## src/prm_pkg.sv

```systemverilog
// Shared types and constants for the power rail monitor trip unit.
package prm_pkg;

    localparam int SAMPLE_BITS = 3;

    localparam int IN_TDATA_W  = 40;
    localparam int IN_TUSER_W  = 2;
    localparam int OUT_TDATA_W = 64;
    localparam int CFG_IDX_W   = 3;
    localparam int CFG_DATA_W  = 10;

    localparam logic [15:0] FAST_EMPTY_DIV = 16'd56;
    localparam logic [15:0] SLOW_EMPTY_DIV = 16'd100;

    localparam logic [9:0]        PEAK_LIM_RST  = 10'd1023;
    localparam logic [9:0]        LOWV_LIM_RST  = 10'd0;
    localparam logic [9:0]        HIGHV_LIM_RST = 10'd1023;
    localparam logic [9:0]        AVEC_LIM_RST  = 10'd1023;
    localparam logic signed [7:0] TEMP_LIM_RST  = 8'sd127;
    localparam logic [7:0]        GRACE_RST     = 8'd100;

    typedef enum logic [IN_TUSER_W-1:0] {
        KIND_SAMPLE = 2'd0,
        KIND_FAST   = 2'd1,
        KIND_SLOW   = 2'd2
    } t_kind;

    typedef enum logic [CFG_IDX_W-1:0] {
        CFG_PEAK_LIM  = 3'd0,
        CFG_LOWV_LIM  = 3'd1,
        CFG_HIGHV_LIM = 3'd2,
        CFG_AVEC_LIM  = 3'd3,
        CFG_TEMP_LIM  = 3'd4,
        CFG_GRACE     = 3'd5
    } t_cfg_idx;

    typedef enum logic [1:0] {
        DIV_VOLT = 2'd0,
        DIV_AMP  = 2'd1,
        DIV_SLOW = 2'd2
    } t_div_sel;

    typedef struct packed {
        logic     take;
        logic     div_start;
        t_div_sel div_sel;
        logic     fin_volt;
        logic     fin_amp;
        logic     fin_slow;
        logic     emit;
    } t_cmd;

    typedef struct packed {
        logic div_done;
    } t_stat;

    typedef struct packed {
        logic signed [15:0] slow_current;
        logic signed [15:0] avg_current;
        logic [15:0]        avg_voltage;
        logic signed [10:0] sample_current;
        logic               high_temp_trip;
        logic               ave_current_trip;
        logic               high_voltage_trip;
        logic               low_voltage_trip;
        logic               peak_current_trip;
    } t_res;

endpackage

```

## src/prm_div.sv

```systemverilog
// Serial restoring divider, 32 or 16 bit dividend by 16 bit divisor, two bits per cycle.
module prm_div (
    input  logic        i_clk,
    input  logic        i_rst_n,
    input  logic        i_start,
    input  logic        i_long,
    input  logic [31:0] i_dividend,
    input  logic [15:0] i_divisor,
    output logic [31:0] o_quo,
    output logic        o_done
);
    import prm_pkg::*;

    localparam logic [4:0] STEPS_LONG  = 5'd16;
    localparam logic [4:0] STEPS_SHORT = 5'd8;

    logic [15:0] r_rem;
    logic [31:0] r_quo;
    logic [15:0] r_dvs;
    logic [4:0]  r_cnt;
    logic        r_busy;
    logic        r_done;

    logic [16:0] w_t0;
    logic [16:0] w_t1;
    logic        w_b0;
    logic        w_b1;
    logic [15:0] w_rem0;
    logic [31:0] w_quo0;
    logic [15:0] n_rem;
    logic [31:0] n_quo;

    always_comb begin
        w_t0   = {r_rem, r_quo[31]};
        w_b0   = w_t0 >= {1'b0, r_dvs};
        w_rem0 = w_b0 ? 16'(w_t0 - {1'b0, r_dvs}) : w_t0[15:0];
        w_quo0 = {r_quo[30:0], w_b0};
        w_t1   = {w_rem0, w_quo0[31]};
        w_b1   = w_t1 >= {1'b0, r_dvs};
        n_rem  = w_b1 ? 16'(w_t1 - {1'b0, r_dvs}) : w_t1[15:0];
        n_quo  = {w_quo0[30:0], w_b1};
    end

    always_ff @(posedge i_clk) begin
        if (!i_rst_n) begin
            r_busy <= 1'b0;
            r_done <= 1'b0;
            r_cnt  <= '0;
        end else begin
            r_done <= 1'b0;
            if (i_start) begin
                r_busy <= 1'b1;
                r_cnt  <= i_long ? STEPS_LONG : STEPS_SHORT;
            end else if (r_busy) begin
                r_cnt <= r_cnt - 5'd1;
                if (r_cnt == 5'd1) begin
                    r_busy <= 1'b0;
                    r_done <= 1'b1;
                end
            end
        end
    end

    always_ff @(posedge i_clk) begin
        if (i_start) begin
            r_rem <= '0;
            r_quo <= i_long ? i_dividend : {i_dividend[15:0], 16'd0};
            r_dvs <= i_divisor;
        end else if (r_busy) begin
            r_rem <= n_rem;
            r_quo <= n_quo;
        end
    end

    assign o_quo  = r_quo;
    assign o_done = r_done;

endmodule

```

## src/prm_dpath.sv

```systemverilog
// Datapath: limit registers, running sums, divider operands, result and output registers.
module prm_dpath (
    input  logic                          i_clk,
    input  logic                          i_rst_n,
    input  logic                          i_cfg_valid,
    output logic                          o_cfg_ready,
    input  logic [prm_pkg::CFG_IDX_W-1:0] i_cfg_index,
    input  logic [prm_pkg::CFG_DATA_W-1:0] i_cfg_data,
    input  logic [prm_pkg::IN_TDATA_W-1:0] i_s_tdata,
    input  logic [prm_pkg::IN_TUSER_W-1:0] i_s_tuser,
    input  logic                          i_s_tlast,
    input  prm_pkg::t_cmd                 i_cmd,
    output prm_pkg::t_stat                o_stat,
    output logic [prm_pkg::OUT_TDATA_W-1:0] o_m_tdata
);
    import prm_pkg::*;

    logic [9:0]        r_peak_lim;
    logic [9:0]        r_lowv_lim;
    logic [9:0]        r_highv_lim;
    logic [9:0]        r_avec_lim;
    logic signed [7:0] r_temp_lim;
    logic [7:0]        r_grace_lim;

    logic [15:0] r_volt_sum;
    logic [15:0] r_amp_sum;
    logic [15:0] r_blocks;
    logic [31:0] r_long_sum;
    logic [15:0] r_ticks;
    logic [7:0]  r_grace;
    logic [15:0] r_volt_rd;
    logic [15:0] r_amp_rd;

    logic signed [7:0] r_temp;
    t_res              r_res;
    t_res              n_res;
    t_res              r_out;

    logic [9:0]         w_ref;
    logic [9:0]         w_volt;
    logic [9:0]         w_amp;
    logic signed [7:0]  w_temp;
    logic signed [10:0] w_cur;
    logic signed [11:0] w_cur12;
    logic signed [11:0] w_plim;
    logic               w_peak;
    logic signed [15:0] w_cur16;
    logic [15:0]        w_amp_inc;
    logic [15:0]        w_volt_inc;

    logic [15:0] w_fast_n;
    logic [15:0] w_slow_n;
    logic [15:0] w_amp_mag;
    logic [31:0] w_long_mag;
    logic        w_div_long;
    logic [31:0] w_div_dvd;
    logic [15:0] w_div_dvs;
    logic [31:0] w_quo;
    logic        w_div_done;

    logic [15:0]        w_amp_avg;
    logic               w_grace_on;
    logic               w_lowv;
    logic               w_highv;
    logic [15:0]        w_slow;
    logic signed [16:0] w_slow17;
    logic signed [16:0] w_alim17;
    logic               w_avec;
    logic               w_hot;

    assign w_ref  = i_s_tdata[9:0];
    assign w_volt = i_s_tdata[19:10];
    assign w_amp  = i_s_tdata[29:20];
    assign w_temp = i_s_tdata[37:30];

    assign w_cur      = $signed({1'b0, w_amp}) - $signed({1'b0, w_ref});
    assign w_cur12    = {w_cur[10], w_cur};
    assign w_plim     = $signed({2'b00, r_peak_lim});
    assign w_peak     = (w_cur12 > w_plim) || (w_cur12 < -w_plim);
    assign w_cur16    = {{5{w_cur[10]}}, w_cur};
    assign w_amp_inc  = w_cur16 >>> SAMPLE_BITS;
    assign w_volt_inc = {6'd0, w_volt} >> SAMPLE_BITS;

    assign w_fast_n   = (r_blocks == 16'd0) ? FAST_EMPTY_DIV : r_blocks;
    assign w_slow_n   = (r_ticks == 16'd0) ? SLOW_EMPTY_DIV : r_ticks;
    assign w_amp_mag  = r_amp_sum[15] ? 16'(-r_amp_sum) : r_amp_sum;
    assign w_long_mag = r_long_sum[31] ? 32'(-r_long_sum) : r_long_sum;

    always_comb begin
        case (i_cmd.div_sel)
            DIV_VOLT: begin
                w_div_long = 1'b0;
                w_div_dvd  = {16'd0, r_volt_sum};
                w_div_dvs  = w_fast_n;
            end
            DIV_AMP: begin
                w_div_long = 1'b0;
                w_div_dvd  = {16'd0, w_amp_mag};
                w_div_dvs  = w_fast_n;
            end
            DIV_SLOW: begin
                w_div_long = 1'b1;
                w_div_dvd  = w_long_mag;
                w_div_dvs  = w_slow_n;
            end
            default: begin
                w_div_long = 1'b0;
                w_div_dvd  = '0;
                w_div_dvs  = FAST_EMPTY_DIV;
            end
        endcase
    end

    prm_div u_div (
        .i_clk      (i_clk),
        .i_rst_n    (i_rst_n),
        .i_start    (i_cmd.div_start),
        .i_long     (w_div_long),
        .i_dividend (w_div_dvd),
        .i_divisor  (w_div_dvs),
        .o_quo      (w_quo),
        .o_done     (w_div_done)
    );

    assign w_amp_avg  = r_amp_sum[15] ? 16'(-w_quo[15:0]) : w_quo[15:0];
    assign w_grace_on = r_grace >= r_grace_lim;
    assign w_lowv     = w_grace_on && (r_volt_rd < {6'd0, r_lowv_lim});
    assign w_highv    = r_volt_rd > {6'd0, r_highv_lim};

    always_comb begin
        if (!r_long_sum[31]) begin
            w_slow = (w_quo > 32'd32767) ? 16'h7FFF : w_quo[15:0];
        end else begin
            w_slow = (w_quo > 32'd32768) ? 16'h8000 : 16'(-w_quo[15:0]);
        end
    end

    assign w_slow17 = {w_slow[15], w_slow};
    assign w_alim17 = $signed({7'd0, r_avec_lim});
    assign w_avec   = (w_slow17 > w_alim17) || (w_slow17 < -w_alim17);
    assign w_hot    = r_temp > r_temp_lim;

    // limit registers
    always_ff @(posedge i_clk) begin
        if (!i_rst_n) begin
            r_peak_lim  <= PEAK_LIM_RST;
            r_lowv_lim  <= LOWV_LIM_RST;
            r_highv_lim <= HIGHV_LIM_RST;
            r_avec_lim  <= AVEC_LIM_RST;
            r_temp_lim  <= TEMP_LIM_RST;
            r_grace_lim <= GRACE_RST;
        end else if (i_cfg_valid) begin
            case (t_cfg_idx'(i_cfg_index))
                CFG_PEAK_LIM:  r_peak_lim  <= i_cfg_data;
                CFG_LOWV_LIM:  r_lowv_lim  <= i_cfg_data;
                CFG_HIGHV_LIM: r_highv_lim <= i_cfg_data;
                CFG_AVEC_LIM:  r_avec_lim  <= i_cfg_data;
                CFG_TEMP_LIM:  r_temp_lim  <= i_cfg_data[7:0];
                CFG_GRACE:     r_grace_lim <= i_cfg_data[7:0];
                default: ;
            endcase
        end
    end

    // monitor state
    always_ff @(posedge i_clk) begin
        if (!i_rst_n) begin
            r_volt_sum <= '0;
            r_amp_sum  <= '0;
            r_blocks   <= '0;
            r_long_sum <= '0;
            r_ticks    <= '0;
            r_grace    <= '0;
            r_volt_rd  <= '0;
            r_amp_rd   <= '0;
        end else begin
            if (i_cmd.take && (t_kind'(i_s_tuser) == KIND_SAMPLE)) begin
                r_volt_sum <= r_volt_sum + w_volt_inc;
                r_amp_sum  <= r_amp_sum + w_amp_inc;
                r_blocks   <= r_blocks + {15'd0, i_s_tlast};
            end
            if (i_cmd.fin_volt) begin
                r_volt_rd <= w_quo[15:0];
            end
            if (i_cmd.fin_amp) begin
                r_amp_rd   <= w_amp_avg;
                r_volt_sum <= '0;
                r_amp_sum  <= '0;
                r_blocks   <= '0;
                r_long_sum <= r_long_sum + {{16{w_amp_avg[15]}}, w_amp_avg};
                r_ticks    <= r_ticks + 16'd1;
                if (!w_grace_on) begin
                    r_grace <= r_grace + 8'd1;
                end
            end
            if (i_cmd.fin_slow) begin
                r_ticks    <= '0;
                r_long_sum <= '0;
            end
        end
    end

    // item result
    always_comb begin
        n_res = r_res;
        if (i_cmd.take) begin
            n_res             = '0;
            n_res.avg_voltage = r_volt_rd;
            n_res.avg_current = r_amp_rd;
            if (t_kind'(i_s_tuser) == KIND_SAMPLE) begin
                n_res.sample_current    = w_cur;
                n_res.peak_current_trip = w_peak;
            end
        end
        if (i_cmd.fin_amp) begin
            n_res.avg_voltage       = r_volt_rd;
            n_res.avg_current       = w_amp_avg;
            n_res.low_voltage_trip  = w_lowv;
            n_res.high_voltage_trip = w_highv;
        end
        if (i_cmd.fin_slow) begin
            n_res.slow_current     = w_slow;
            n_res.ave_current_trip = w_avec;
            n_res.high_temp_trip   = w_hot;
        end
    end

    // item result and output register
    always_ff @(posedge i_clk) begin
        if (i_cmd.take) begin
            r_temp <= w_temp;
        end
        r_res <= n_res;
        if (i_cmd.emit) begin
            r_out <= r_res;
        end
    end

    assign o_stat.div_done = w_div_done;
    assign o_cfg_ready     = 1'b1;
    assign o_m_tdata       = r_out;

endmodule

```

## src/prm_ctrl.sv

```systemverilog
// Controller: sequences item intake, divider runs and result hand-off.
module prm_ctrl (
    input  logic                           i_clk,
    input  logic                           i_rst_n,
    input  logic                           i_s_tvalid,
    output logic                           o_s_tready,
    input  logic [prm_pkg::IN_TUSER_W-1:0] i_s_tuser,
    output logic                           o_m_tvalid,
    input  logic                           i_m_tready,
    input  prm_pkg::t_stat                 i_stat,
    output prm_pkg::t_cmd                  o_cmd
);
    import prm_pkg::*;

    typedef enum logic [2:0] {
        S_IDLE,
        S_DIV_V,
        S_DIV_A,
        S_DIV_S,
        S_DONE
    } t_state;

    t_state r_state;
    t_state n_state;
    logic   r_m_valid;
    logic   n_m_valid;

    always_comb begin
        o_cmd   = '0;
        n_state = r_state;
        case (r_state)
            S_IDLE: begin
                if (i_s_tvalid) begin
                    o_cmd.take = 1'b1;
                    case (t_kind'(i_s_tuser))
                        KIND_FAST: begin
                            o_cmd.div_start = 1'b1;
                            o_cmd.div_sel   = DIV_VOLT;
                            n_state         = S_DIV_V;
                        end
                        KIND_SLOW: begin
                            o_cmd.div_start = 1'b1;
                            o_cmd.div_sel   = DIV_SLOW;
                            n_state         = S_DIV_S;
                        end
                        default: n_state = S_DONE;
                    endcase
                end
            end
            S_DIV_V: begin
                o_cmd.div_sel = DIV_AMP;
                if (i_stat.div_done) begin
                    o_cmd.fin_volt  = 1'b1;
                    o_cmd.div_start = 1'b1;
                    n_state         = S_DIV_A;
                end
            end
            S_DIV_A: begin
                if (i_stat.div_done) begin
                    o_cmd.fin_amp = 1'b1;
                    n_state       = S_DONE;
                end
            end
            S_DIV_S: begin
                if (i_stat.div_done) begin
                    o_cmd.fin_slow = 1'b1;
                    n_state        = S_DONE;
                end
            end
            S_DONE: begin
                if (!r_m_valid || i_m_tready) begin
                    o_cmd.emit = 1'b1;
                    n_state    = S_IDLE;
                end
            end
            default: n_state = S_IDLE;
        endcase
    end

    always_comb begin
        if (o_cmd.emit) begin
            n_m_valid = 1'b1;
        end else if (i_m_tready) begin
            n_m_valid = 1'b0;
        end else begin
            n_m_valid = r_m_valid;
        end
    end

    always_ff @(posedge i_clk) begin
        if (!i_rst_n) begin
            r_state   <= S_IDLE;
            r_m_valid <= 1'b0;
        end else begin
            r_state   <= n_state;
            r_m_valid <= n_m_valid;
        end
    end

    assign o_s_tready = (r_state == S_IDLE);
    assign o_m_tvalid = r_m_valid;

endmodule

```

## src/power_rail_monitor_trip_unit.sv

```systemverilog
// Top level of the power rail monitor trip unit.
//
// Input stream: one item per handshake; tuser carries the kind (sample,
// fast tick, slow tick), tlast marks the last sample of a DMA block.
// Output stream: one result item for every input item, in order, with
// the trip flags, the sample current and the latest averages.
// Config channel: i_cfg_index selects a limit register, i_cfg_data is
// written; always ready, write only while no item is in flight.
// Flow: items are handled one at a time. A sample or unused kind runs
// no division. A fast tick runs two 16-bit divisions on the shared
// radix-4 serial divider; a slow tick runs one 32-bit division.
// The finished result sits in an output register; the next item is
// accepted while it waits, and only the hand-off of the following result
// stalls until the receiver takes it.
// Reset: limits go to their defaults, sums, counters and readings clear.
module power_rail_monitor_trip_unit (
    input  logic                            i_clk,
    input  logic                            i_rst_n,
    input  logic                            i_cfg_valid,
    output logic                            o_cfg_ready,
    input  logic [prm_pkg::CFG_IDX_W-1:0]   i_cfg_index,
    input  logic [prm_pkg::CFG_DATA_W-1:0]  i_cfg_data,
    input  logic                            i_s_tvalid,
    output logic                            o_s_tready,
    // ref_code[9:0], volt_code[19:10], amp_code[29:20], temp_degc[37:30], zero pad
    input  logic [prm_pkg::IN_TDATA_W-1:0]  i_s_tdata,
    // kind[1:0]
    input  logic [prm_pkg::IN_TUSER_W-1:0]  i_s_tuser,
    input  logic                            i_s_tlast,
    output logic                            o_m_tvalid,
    input  logic                            i_m_tready,
    // peak_current_trip[0], low_voltage_trip[1], high_voltage_trip[2],
    // ave_current_trip[3], high_temp_trip[4], sample_current[15:5],
    // avg_voltage[31:16], avg_current[47:32], slow_current[63:48]
    output logic [prm_pkg::OUT_TDATA_W-1:0] o_m_tdata
);
    import prm_pkg::*;

    t_cmd  w_cmd;
    t_stat w_stat;

    prm_ctrl u_ctrl (
        .i_clk      (i_clk),
        .i_rst_n    (i_rst_n),
        .i_s_tvalid (i_s_tvalid),
        .o_s_tready (o_s_tready),
        .i_s_tuser  (i_s_tuser),
        .o_m_tvalid (o_m_tvalid),
        .i_m_tready (i_m_tready),
        .i_stat     (w_stat),
        .o_cmd      (w_cmd)
    );

    prm_dpath u_dpath (
        .i_clk       (i_clk),
        .i_rst_n     (i_rst_n),
        .i_cfg_valid (i_cfg_valid),
        .o_cfg_ready (o_cfg_ready),
        .i_cfg_index (i_cfg_index),
        .i_cfg_data  (i_cfg_data),
        .i_s_tdata   (i_s_tdata),
        .i_s_tuser   (i_s_tuser),
        .i_s_tlast   (i_s_tlast),
        .i_cmd       (w_cmd),
        .o_stat      (w_stat),
        .o_m_tdata   (o_m_tdata)
    );

endmodule

```

## config.mk

```make
export PLATFORM = sky130hd
export DESIGN_NAME = power_rail_monitor_trip_unit
export DESIGN_NICKNAME = d
export VERILOG_FILES = /design/src/prm_pkg.sv /design/src/prm_div.sv /design/src/prm_dpath.sv /design/src/prm_ctrl.sv /design/src/power_rail_monitor_trip_unit.sv
export SDC_FILE = /design/constraint.sdc
export NUM_CORES = 1
export LEC_CHECK = 0
export BUFFER_PORTS_ARGS = -buffer_cell sky130_fd_sc_hd__buf_2
export CORE_MARGIN = 2
export CORE_UTILIZATION = 62
export DETAILED_ROUTE_END_ITERATION = 10
export GPL_TIMING_DRIVEN = 0
export PLACE_DENSITY = 0.81
export SYNTH_ARGS = -nofsm -noshare
export SYNTH_HDL_FRONTEND = slang
export SYNTH_HIERARCHICAL = 1
export SYNTH_SLANG_ARGS = --single-unit
```

## constraint.sdc

```tcl
create_clock -name i_clk -period 6.4 [get_ports i_clk]
set_input_delay 1.28 -clock i_clk [delete_from_list [all_inputs] [get_ports i_clk]]
set_output_delay 1.28 -clock i_clk [all_outputs]
set_load 0.01 [all_outputs]
```

==> results.json <==
{
  "multi_input_area_um2": 13100,
  "syn_inst": 2627,
  "p_switching_mw": 2.79,
  "status": "finished, final reports clean",
  "grt_pass1_vias": 19700,
  "synth_warnings": 6,
  "cts_buffers": 43,
  "synth_xor_area_frac": 0.0664,
  "grt_pass1_wl_um": 102000,
  "first_iter_violations": 1838,
  "antenna_left": 0,
  "vias": 20300,
  "ys_ff_latch": 403,
  "async_flop_share": 0,
  "slew_headroom": 0.110,
  "start_util": 0.624,
  "pwr-share-comb": 0.326,
  "cpMaxStageDelayCell": "xnor2_2",
  "wl_per_cell_um": 19.1,
  "crit_path_max_incr_delay_ns": 0.84,
  "maxCapViolCount": 0,
  "clk_path_buf_depth": 3,
  "clk_pin_slew_ns": 0.06,
  "layout_setup_ws_ns": 0.663,
  "grt-ovfl-total": 0,
  "synth_edf_count": 184,
  "row_count": 72,
  "synth.area.mux_share": 0.0412,
  "r2r_slack_ns": 0.66,
  "fin_crit_ns": 5.74,
  "end_kind": "flip-flop",
  "startpoint_type": "flip-flop",
  "antenna_found_initial": 0,
  "fmax_mhz": 174,
  "rsz0062_at_grt": "no",
  "path_class": "reg -> reg",
  "grtUsageTotal": 0.314,
  "power_density_nw_per_um2": 309,
  "drc_errors": 0,
  "portBuffers": 121,
  "fp.dieArea_um2": 40300,
  "cts-htree-levels": 2,
  "hp-class": "reg -> reg",
  "p_int_mw": 5.49,
  "core-area_um2": 38500,
  "crit_family": "compound AO/OA/AOI/OAI gates",
  "regArea_um2": 9910,
  "clock-root-buffer": "clkbuf_16",
  "clock_skew_ns": 0.0244,
  "die_h_um": 201,
  "vias_per_cell": 6.07,
  "fin_tns_setup_ns": 0,
  "synth_top_family_by_area": "simple AND/OR/NAND/NOR gates",
  "path_buf_inv": 2,
  "synth_fp_nets": 2879,
  "synth-simple-area-share": 0.177,
  "hold_buffers": 0,
  "postSynthAreaPerCell_um2": 9.14,
  "finalCritPeriodShare": 0.896,
  "arrival_ns": 6.24,
  "setup_viol": 0,
  "p_clk_frac": 0.304,
  "grt_max_degree": 65,
  "synthAdderAreaFrac": 0.103,
  "final_net_count": 3048,
  "num_io_pins": 128,
  "first_pass_iters": 7,
  "dp_hpwl_um": 48000,
  "final_layout_size_suffix_gt1_frac": 0.0894,
  "syn2layout_area_growth_pct": 11.5,
  "cp_max_fo": 18,
  "vdd_ir_drop_max_uv": 303,
  "power_mw": 8.28,
  "gp_congestion": 0.972,
  "synthFlopType": "dfxtp_1",
  "synth_compound_area_frac": 0.155,
  "report.final.slew_viol_count": 0,
  "cts_resized": 0,
  "tritoncts": "built",
  "clk_latency_ns": 0.58,
  "path_cells": "clkbuf_1, or4_1, clkbuf_1, nor2b_1, nand2_1, nand2_1, xnor2_2, ha_1, a21o_1, a21o_1, a21oi_1, and3_1, a311oi_1, a2111oi_0, a31oi_1, and3_1, or3_1, nand3_1",
  "synth_cell_types": 88,
  "chipWidth_um": 201,
  "dp_slack_ns": 0.596,
  "clock_sinks": 403,
  "diodes": 0,
  "switching_share": 0.337,
  "wirelength_um": 64100,
  "p_leak_nw": 10.9,
  "post-cts-setup-buffers": 0,
  "fin_util": 0.696,
  "finalHoldViolations": 0,
  "synth_area_um2": 24000,
  "required_ns": 6.91,
  "p_seq_frac": 0.370,
  "tightest_slew_ns": 1.33,
  "fillers": 2960,
  "seq_area_frac_synth": 0.413
}
final cells by class:
type,count,share of cell area
Buffer,110,0.0165
Clock buffer,56,0.0428
Clock inverter,24,0.0103
Inverter,166,0.0233
Multi-Input combinational cell,1948,0.488
Sequential cell,403,0.370
Tap cell,518,0.0242
Timing Repair Buffer,124,0.0251
placed cells by master, fill, tap and decap left out, types with 7 or more instances in the layout:
master,instances
clkbuf_16,43
a21oi_1,170
or2_2,8
clkbuf_1,102
dfxtp_1,219
xnor2_1,91
nor2b_1,39
nand3_1,55
and2_1,33
mux2i_1,82
o31ai_1,19
nand2b_1,31
nor4_1,16
nand2_1,301
o21ai_0,116
buf_2,127
xor2_1,90
buf_1,9
mux2_2,15
inv_1,165
a31oi_1,10
o21a_1,29
and3_1,25
edfxtp_1,184
nor3_1,45
o211ai_1,52
o311ai_0,9
or4_1,9
nor2_1,242
or3_1,17
o22ai_1,30
ha_1,185
a21o_1,56
nand4_1,25
nor3b_1,9
a211oi_1,25
clkinv_2,7
cell families (layout without fill, tap and decap cells):
kind of cell	after synthesis	in the layout
other	1	1
AO/OA/AOI/OAI	580	580
flip-flops	403	403
AND/OR/NAND/NOR	892	892
XOR/XNOR	182	182
adder cells (fa/ha/maj)	196	196
multiplexers	97	97
buffers and inverters	276	480
per-layer routing:
metal	routed length [um]	vias to the layer above	global-route usage
met5	0	-	0
met2	30600	874	0.537
met4	2420	0	0.131
met3	4780	160	0.0445
li1	-	9667	-
met1	26300	9640	0.401
synthesized netlist by cell type, types with 10 or more instances:
cell | n | share of area
nand2b_1 | 31 | 0.0081
mux2_2 | 15 | 0.0070
nor2_1 | 242 | 0.038
and3_1 | 25 | 0.0065
nor4_1 | 16 | 0.0042
xor2_1 | 90 | 0.033
ha_1 | 185 | 0.096
nor3_1 | 45 | 0.0094
o22ai_1 | 30 | 0.0078
inv_1 | 165 | 0.026
mux2i_1 | 82 | 0.034
and2_1 | 33 | 0.0086
o31ai_1 | 19 | 0.0059
a21oi_1 | 170 | 0.035
o21ai_0 | 116 | 0.024
a21o_1 | 56 | 0.018
xnor2_1 | 92 | 0.034
or3_1 | 17 | 0.0044
a211oi_1 | 26 | 0.0081
nor2b_1 | 39 | 0.010
edfxtp_1 | 184 | 0.23
nand4_1 | 25 | 0.0065
o211ai_1 | 52 | 0.016
nand3_1 | 55 | 0.011
a31oi_1 | 10 | 0.0026
clkbuf_1 | 91 | 0.014
dfxtp_1 | 219 | 0.18
o21a_1 | 29 | 0.0091
nand2_1 | 301 | 0.047
flip-flops by register name (all words and copies together) (netlist names), 32 cells and up:
| register | flops |
|---|---|
| u_dpath/o_m_tdata | 64 |
| u_dpath/u_div/o_quo | 32 |
| u_dpath/r_res | 64 |
| u_dpath/r_long_sum | 32 |
worst paths after layout:
check / from / end / cells after the start
max: u_dpath/u_div/o_quo[2]$_DFFE_PP_ / u_dpath/r_long_sum[30]$_SDFFE_PP0P_ / 18
min: u_dpath/r_res[27]$_DFFE_PP_ / u_dpath/o_m_tdata[27]$_DFFE_PP_ / 0
max reg2reg: u_dpath/u_div/o_quo[2]$_DFFE_PP_ / u_dpath/r_long_sum[30]$_SDFFE_PP0P_ / 18
min reg2reg: u_dpath/r_res[27]$_DFFE_PP_ / u_dpath/o_m_tdata[27]$_DFFE_PP_ / 0
power groups by stage:
| stage | clock (mW) | combinational (mW) | sequential (mW) |
|---|---|---|---|
| after global routing | 2.65 | 2.94 | 3.08 |
| final | 2.52 | 2.70 | 3.07 |
| after floorplan | 0 | 2.01 | 3.07 |
| after detailed placement | 0 | 2.62 | 3.11 |
| after CTS | 2.55 | 2.64 | 3.06 |
| after global placement | 0 | 2.53 | 3.10 |
metrics by stage:
stage          cells  instance area [um2]  hold slack, ns
4_1_cts         3347                26700           0.417
5_1_grt         3349                26800           0.426
3_5_place_dp    3267                25300           0.405
2_1_floorplan   2627                24000           0.400
6_report        3349                26800           0.416
3_3_place_gp    3266                25300           0.402
Note: power is estimated with default switching activity, not from simulation.
